**src/sv/gn3_pkg.sv**
```systemverilog
package gn3_pkg;

	// Permutation table geometry.
	localparam int TBL_ENTRIES = 256;
	localparam int TBL_AW      = 8;

	// Shuffle generator constants.
	localparam logic [31:0] LCG_MUL = 32'd214013;
	localparam logic [31:0] LCG_ADD = 32'd2531011;

	// Output range of the Q2.16 result.
	localparam int OUT_W   = 18;
	localparam int OUT_MAX = 131071;
	localparam int OUT_MIN = -131072;

	// Codes of the kind field.
	localparam logic KIND_INIT = 1'b0;
	localparam logic KIND_EVAL = 1'b1;

	// Shuffle sequencer states.
	typedef enum logic [2:0] {
		SH_IDLE,
		SH_FILL,
		SH_RAND,
		SH_MUL,
		SH_READ,
		SH_SWAPI,
		SH_SWAPJ
	} shuf_state_t;

	// Table access from the shuffle sequencer.
	typedef struct packed {
		logic              we;
		logic [TBL_AW-1:0] waddr;
		logic [TBL_AW-1:0] wdata;
		logic              re;
		logic [TBL_AW-1:0] raddr0;
		logic [TBL_AW-1:0] raddr1;
	} tbl_port_t;

	// Control that travels with each pipeline stage.
	typedef struct packed {
		logic vld;
		logic init;
	} stage_ctl_t;

endpackage

```
**src/sv/gn3_shuffle.sv**
```systemverilog
// Table rebuild sequencer: identity fill, then a Fisher-Yates pass driven by the LCG.
module gn3_shuffle (
	input  logic                       clk,
	input  logic                       arst_n,
	input  logic                       start,
	input  logic [31:0]                seed,
	input  logic [gn3_pkg::TBL_AW-1:0] rd0,
	input  logic [gn3_pkg::TBL_AW-1:0] rd1,
	output gn3_pkg::tbl_port_t         tbl,
	output logic                       busy
);

	gn3_pkg::shuf_state_t state_q, state_d;
	logic [gn3_pkg::TBL_AW-1:0] cnt_q;
	logic [gn3_pkg::TBL_AW-1:0] j_q;
	logic [31:0]                lcg_q;
	logic [14:0]                r_q;
	logic [31:0]                lcg_next;
	logic [23:0]                jprod;

	assign lcg_next = lcg_q * gn3_pkg::LCG_MUL + gn3_pkg::LCG_ADD;
	assign jprod    = r_q * ({1'b0, cnt_q} + 9'd1);

	// Next state.
	always_comb begin
		state_d = state_q;
		case (state_q)
			gn3_pkg::SH_IDLE:  if (start) state_d = gn3_pkg::SH_FILL;
			gn3_pkg::SH_FILL:  if (cnt_q == '1) state_d = gn3_pkg::SH_RAND;
			gn3_pkg::SH_RAND:  state_d = gn3_pkg::SH_MUL;
			gn3_pkg::SH_MUL:   state_d = gn3_pkg::SH_READ;
			gn3_pkg::SH_READ:  state_d = gn3_pkg::SH_SWAPI;
			gn3_pkg::SH_SWAPI: state_d = gn3_pkg::SH_SWAPJ;
			gn3_pkg::SH_SWAPJ: begin
				state_d = (cnt_q == 8'd1) ? gn3_pkg::SH_IDLE : gn3_pkg::SH_RAND;
			end
			default:           state_d = gn3_pkg::SH_IDLE;
		endcase
	end

	// Table port drive.
	always_comb begin
		tbl.we     = 1'b0;
		tbl.waddr  = cnt_q;
		tbl.wdata  = cnt_q;
		tbl.re     = 1'b0;
		tbl.raddr0 = cnt_q;
		tbl.raddr1 = j_q;
		busy       = (state_q != gn3_pkg::SH_IDLE);
		case (state_q)
			gn3_pkg::SH_FILL:  tbl.we = 1'b1;
			gn3_pkg::SH_READ:  tbl.re = 1'b1;
			gn3_pkg::SH_SWAPI: begin
				tbl.we    = 1'b1;
				tbl.wdata = rd1;
			end
			gn3_pkg::SH_SWAPJ: begin
				tbl.we    = 1'b1;
				tbl.waddr = j_q;
				tbl.wdata = rd0;
			end
			default: begin
			end
		endcase
	end

	// State, counter and generator registers; the fill leaves the counter on the
	// last entry, where the shuffle starts.
	always_ff @(posedge clk or negedge arst_n) begin
		if (!arst_n) begin
			state_q <= gn3_pkg::SH_IDLE;
			cnt_q   <= '0;
			lcg_q   <= '0;
			r_q     <= '0;
			j_q     <= '0;
		end else begin
			state_q <= state_d;
			case (state_q)
				gn3_pkg::SH_IDLE: begin
					cnt_q <= '0;
					if (start) lcg_q <= seed;
				end
				gn3_pkg::SH_FILL:  if (cnt_q != '1) cnt_q <= cnt_q + 8'd1;
				gn3_pkg::SH_RAND: begin
					lcg_q <= lcg_next;
					r_q   <= lcg_next[30:16];
				end
				gn3_pkg::SH_MUL:   j_q <= jprod[22:15];
				gn3_pkg::SH_SWAPJ: cnt_q <= cnt_q - 8'd1;
				default: begin
				end
			endcase
		end
	end

endmodule

```
**config.mk**
```make
export PLATFORM = sky130hd
export DESIGN_NAME = gn3_shuffle
export DESIGN_NICKNAME = d
export VERILOG_FILES = /design/src/sv/gn3_pkg.sv /design/src/sv/gn3_shuffle.sv
export SDC_FILE = /design/constraint.sdc
export NUM_CORES = 1
export LEC_CHECK = 0
export ABC_CLOCK_PERIOD_IN_PS = 11660
export BUFFER_PORTS_ARGS = -buffer_cell sky130_fd_sc_hd__buf_4
export CORE_MARGIN = 2
export CORE_UTILIZATION = 55
export DETAILED_ROUTE_END_ITERATION = 8
export GPL_ROUTABILITY_DRIVEN = 0
export MAX_ROUTING_LAYER = met4
export PLACE_DENSITY = 0.84
export SLEW_MARGIN = 10
export SYNTH_ARGS = -nofsm -noshare
export SYNTH_HDL_FRONTEND = slang
export SYNTH_SLANG_ARGS = --single-unit
```
**constraint.sdc**
```tcl
create_clock -name clk -period 11.66 [get_ports clk]
set_input_delay 2.332 -clock clk [delete_from_list [all_inputs] [get_ports clk]]
set_output_delay 2.332 -clock clk [all_outputs]
set_load 0.05 [all_outputs]
```
Word level (Yosys, flattened, before mapping)
Cells that the tools add are included.
Operators by class
  reductions and logical operators: 8
  mux-type cells: 12
  $mul: 2
  equality and inequality tests: 12
  add/subtract/negate cells: 4
Operator list (count)
  32-bit one-hot mux with 2 select lines: 1
  32-bit by 22-bit adder with 32-bit output, second input constant: 1
  32-bit by 18-bit multiplier with 32-bit output, second input constant: 1
  32-bit two-way mux: 1
  8-bit one-hot mux with 3 select lines: 1
  15-bit by 9-bit multiplier with 23-bit output: 1
  3-bit one-hot mux with 7 select lines: 1
  8-bit two-way mux: 2
  8-bit one-hot mux with 2 select lines: 1
  8-bit by 1-bit adder with 9-bit output, second input constant: 1
  3-bit == test, second input constant: 3
  8-bit by 1-bit adder with 8-bit output, second input constant: 1
  8-bit by 1-bit == test with 1-bit output, second input constant: 1
  8-bit == test, second input constant: 1
  8-bit != test, second input constant: 1
  8-bit by 1-bit subtractor with 8-bit output, second input constant: 1
  3-bit by 2-bit == test with 1-bit output, second input constant: 2
  3-bit two-way mux: 2
  2-bit != test, second input constant: 3
  2-bit AND reduction: 3
  3-bit nonzero test: 2
  3-bit by 1-bit == test with 1-bit output, second input constant: 1
  3-bit zero test: 1
  3-bit OR reduction: 1
  3 further kinds: 4
Storage, ports and cells
  output and inout port bits: 35
  flip-flop bits (word level): 66
  logic and storage cells: 43
  input port bits: 51

Depth between registers and ports, before layout
  word-level depth: 3
  mapped depth: 24
  gate-level depth less buffers: 23

Least setup slack after synthesis
Ideal clock, no wire load.
  path kind: register to register
  from: register cnt_q[0] (netlist bit)
  to: register j_q[5] (netlist bit)
  path buffers: 4
  required time: 11.535 ns
  slack: 5.245 ns
  clock period less this slack: 6.415 ns
  library setup time: 0.125 ns
  stages on the path, launching flop included: 23
  data arrival time: 6.290 ns
  cells stage by stage: dfrtp_1 > buf_2 > clkinv_1 > clkbuf_1 > ha_1 > clkbuf_1 > clkbuf_1 > nand2_1 > fa_1 > inv_1 > fa_1 > fa_1 > inv_1 > fa_1 > inv_1 > ha_1 > a2111oi_0 > o2111ai_1 > a31o_2 > a31oi_1 > o21bai_1 > xor2_1 > mux2_2
On the way
  longest elaborated chain between the ends: 2
Ends and longest elaborated chain
  start: declaration: RTL line gn3_shuffle.sv:14  | logic [gn3_pkg::TBL_AW-1:0] cnt_q;
  start signal: assignment: RTL line gn3_shuffle.sv:83  | gn3_pkg::SH_FILL: if (cnt_q != '1) cnt_q <= cnt_q + 8'd1;
  start signal: assignment: RTL line gn3_shuffle.sv:89  | gn3_pkg::SH_SWAPJ: cnt_q <= cnt_q - 8'd1;
  8-bit by 1-bit adder with 9-bit output: RTL line gn3_shuffle.sv:22  | assign jprod = r_q * ({1'b0, cnt_q} + 9'd1);
  15-bit by 9-bit multiplier with 23-bit output: RTL line gn3_shuffle.sv:22
  end signal: assignment: RTL line gn3_shuffle.sv:88  | gn3_pkg::SH_MUL: j_q <= jprod[22:15];
  end: declaration: RTL line gn3_shuffle.sv:15  | logic [gn3_pkg::TBL_AW-1:0] j_q;
No other way between the ends.
A chain may end at the register's enable or synchronous reset.

Final worst setup path
Same ends and word-level chain as after synthesis.

==> impl_results.md <==
* Critical path required time at 11.89 ns
* Root buf cell: clkbuf_16
* CP most frequent cell: fa_1
* Post-Syn Area at 14800 um^2
* Max-slew violation count at 0
* Most frequent cells in the layout: inv_1 (446), fa_1 (264), ha_1 (176), nand2_1 (145), buf_4 (90)
* Reg2reg setup slack at 4.35 ns
* Sequential area share after synthesis at 11.0%
* Number of global-route vias before repair at 12503
* WL per Instance at 18.2 um
* Setup repair bufs after CTS at 0
* Critical R2R Capture: j_q[5]
* Port buffer count at 84
* Die Span X at 168 um
* Status: finished clean
* Total global routing overflow at 0
* DRT Pass-1 Iters at 5
* Endpoint of the worst setup timing path: j_q[5]
* Placed inst area at 15700 um^2
* CTS sink count at 65
* CTS Hold Bufs at 0
* Final TNS setup at 0 ns
* Post-synthesis cell count at 1651
* Worst r2r src: cnt_q[0]
* Antenna cell count at 0
* Worst hold slack at 0.518 ns
* Drt drc at 0
* Max cap viols at 0
* CTS tree: built
* Crit path buf inv count at 4
* Cell Rows at 60
* Nets at 2186
* CP Depth at 20
* Maximum VDD drop at 0.197 mV
* Tmin final at 7.31 ns
* Initial antenna violation count at 0
* Data arrival, critical path at 7.54 ns
* Slew margin rel. at 31.2%
* Sequence of cells on the critical path: clkinv_1, nor3_1, nand3_1, xnor2_1, buf_4, and2_1, fa_1, fa_1, fa_1, inv_1, fa_1, inv_1, ha_1, a2111oi_0, o2111ai_1, a31o_2, a31oi_1, o21bai_1, xor2_1, mux2_2
* # IOs at 86
* Area of the multi-input gates at 11300 um^2
* Setup crit end kind: register
* Delay of the slowest critical-path stage at 0.71 ns
* Area of the core at 26700 um^2
* Post-detailed-route count of antenna-violating nets at 0
* Worst setup SP type: register
* Top-area cell type share of the netlist area at 35.6%
* #FFs+latches synth at 65
* Placed insts at 2025
* Post-synth EDFFs at 0
* Ranking of synthesized cells by area: fa_1 (36%), ha_1 (15%), inv_1 (11%)
* RSZ-0062 raised after global routing: false
* Worst Setup Path Type: reg2reg
* Via/cell ratio at 5.58
* Area leader, netlist: fa_1
* Least-Margin Pin Slew at 1.02 ns
* Crit-path slowest cell: nor3_1
* Fillers at 2141
* Tcrit/Tclk final at 62.7%
* Leak at 8.59 nW
* Hold Crit Class: reg2reg
* Post_cts resized at 0
* Critical path's top delay family: adder cells
* Most common cell after layout, fill and taps aside: inv_1
* Synthesized Nets at 2142
* HPWL after DPL at 30.0 mm
* Clk_skew at 0.00838 ns
* Clk Latency, worst-skew pair at 0.35 ns
* Ys async rst share at 100%
* DRT iter0 DRCs at 804
* Ys Warns at 0
* Htree depth at 3
* Die height at 168 um
* Final cell count without fillers at 2040
* Power Dens Cells at 143 nW/um^2
* Clock tree buffer depth at 2
* Layout cells sized above 1 at 7.24%
* Final setup vio count at 0
* Register area at 1630 um^2
* Register clock-pin slew on the reported worst setup and hold paths at 0.06 ns
* Count of cell types in the netlist at 66
* Syn Area/Cell at 8.99 um^2
* Num CTS Buffers at 9
* DIE AREA at 28300 um^2
* Largest net degree at the start of global routing at 66
* First-pass GRT wire length at 62.2 mm
* Critical Path Fanout Max at 19
* Routed WL at 37.0 mm
* Final Cell Area at 16100 um^2
* Synth Flop Type: dfrtp_1
* R2r worst-path depth at 20
* GRT Overall Usage at 28.8%
* P&R area growth vs syn at 8.25%
* Crit path launch: cnt_q[0]
* Initial core utilization at 55.6%
* F_max at 137 MHz
* Final hold vios at 0
* Via count at 11382
Yosys cell counts (3+ instances only):
| cell | n |
|---|---|
| o21a_1 | 8 |
| a31o_2 | 3 |
| o22ai_1 | 15 |
| nor3_1 | 14 |
| o211ai_1 | 3 |
| fa_1 | 264 |
| a211oi_1 | 11 |
| and3b_1 | 3 |
| a31oi_1 | 6 |
| a21o_1 | 13 |
| nand3_1 | 13 |
| nor3b_1 | 3 |
| dfrtp_1 | 65 |
| o21ai_0 | 44 |
| and3_1 | 7 |
| nor2b_1 | 29 |
| xor2_1 | 22 |
| buf_1 | 10 |
| inv_1 | 446 |
| o211a_1 | 3 |
| nor2_1 | 58 |
| o21ai_1 | 4 |
| or3_1 | 6 |
| xnor2_1 | 50 |
| nand2b_1 | 11 |
| a21oi_1 | 53 |
| nand2_1 | 145 |
| o22a_1 | 3 |
| ha_1 | 176 |
| o21bai_1 | 4 |
| mux2i_1 | 16 |
| clkbuf_1 | 45 |
| and2_1 | 49 |
| o31ai_1 | 8 |
worst min-delay path: stages, from the launching register on:
cell and delay [ns]:
dfrtp_1 0.37, nand2_1 0.05, o21ai_0 0.06
worst min-delay path by stage:
| stage | from | end | slack [ns] | cells past startpoint |
|---|---|---|---|---|
| floorplan | lcg_q[29] | lcg_q[29] | 0.52 | 2 |
| global placement | j_q[0] | j_q[0] | 0.50 | 2 |
| detailed placement | j_q[4] | j_q[4] | 0.50 | 2 |
| CTS | j_q[4] | j_q[4] | 0.52 | 2 |
| global route | j_q[2] | j_q[2] | 0.54 | 2 |
| finish | j_q[4] | j_q[4] | 0.52 | 2 |
report_power, final:
part | leakage [nW] | internal, W | switching, W | total [W]
clock | 0.158 | 0.000198 | 0.000116 | 0.000314
combinational | 7.67 | 0.000677 | 0.00108 | 0.00175
sequential | 0.766 | 0.000227 | 0.00000524 | 0.000232
logic make-up after synthesis:
family / Yosys count / synth area share (%)
flip-flops: 65 / 11.0
adder cells (fa/ha/maj): 441 / 50.5
XOR/XNOR: 72 / 4.25
buffers and inverters: 504 / 12.8
AO/OA/AOI/OAI: 201 / 8.97
multiplexers: 18 / 1.23
AND/OR/NAND/NOR: 350 / 11.3
cell type report:
class | instances | share of cell area [%]
clock buffer | 11 | 1.57
timing repair buffer | 90 | 4.20
clock inverter | 4 | 0.475
tap | 341 | 2.65
inverter | 447 | 10.4
multi-input combinational | 1082 | 70.5
sequential | 65 | 10.1
metrics by stage:
step	utilization [%]	total power [W]	setup WS (ns)
finish	60.1	0.00230	4.35
global route	60.1	0.00249	3.95
CTS	60.1	0.00227	4.41
detailed placement	58.9	0.00193	4.43
global placement	58.9	0.00187	4.62
floorplan	-	0.00152	5.25
routing by layer:
layer | vias to the layer above | share of wire, % | global-route usage (%)
met3 | 109 | 7.9 | 6.72
met1 | 5674 | 39 | 34.6
li1 | 5116 | - | -
met4 | 0 | 3.9 | 10.6
met2 | 483 | 49 | 47.8
met5 | - | 0 | -
registers in the layout, indices dropped and copies added (netlist names):
| name | count |
|---|---|
| cnt_q | 8 |
| state_q | 3 |
| lcg_q | 31 |
| r_q | 15 |
| j_q | 8 |
Power figures use the tool's default switching activity.
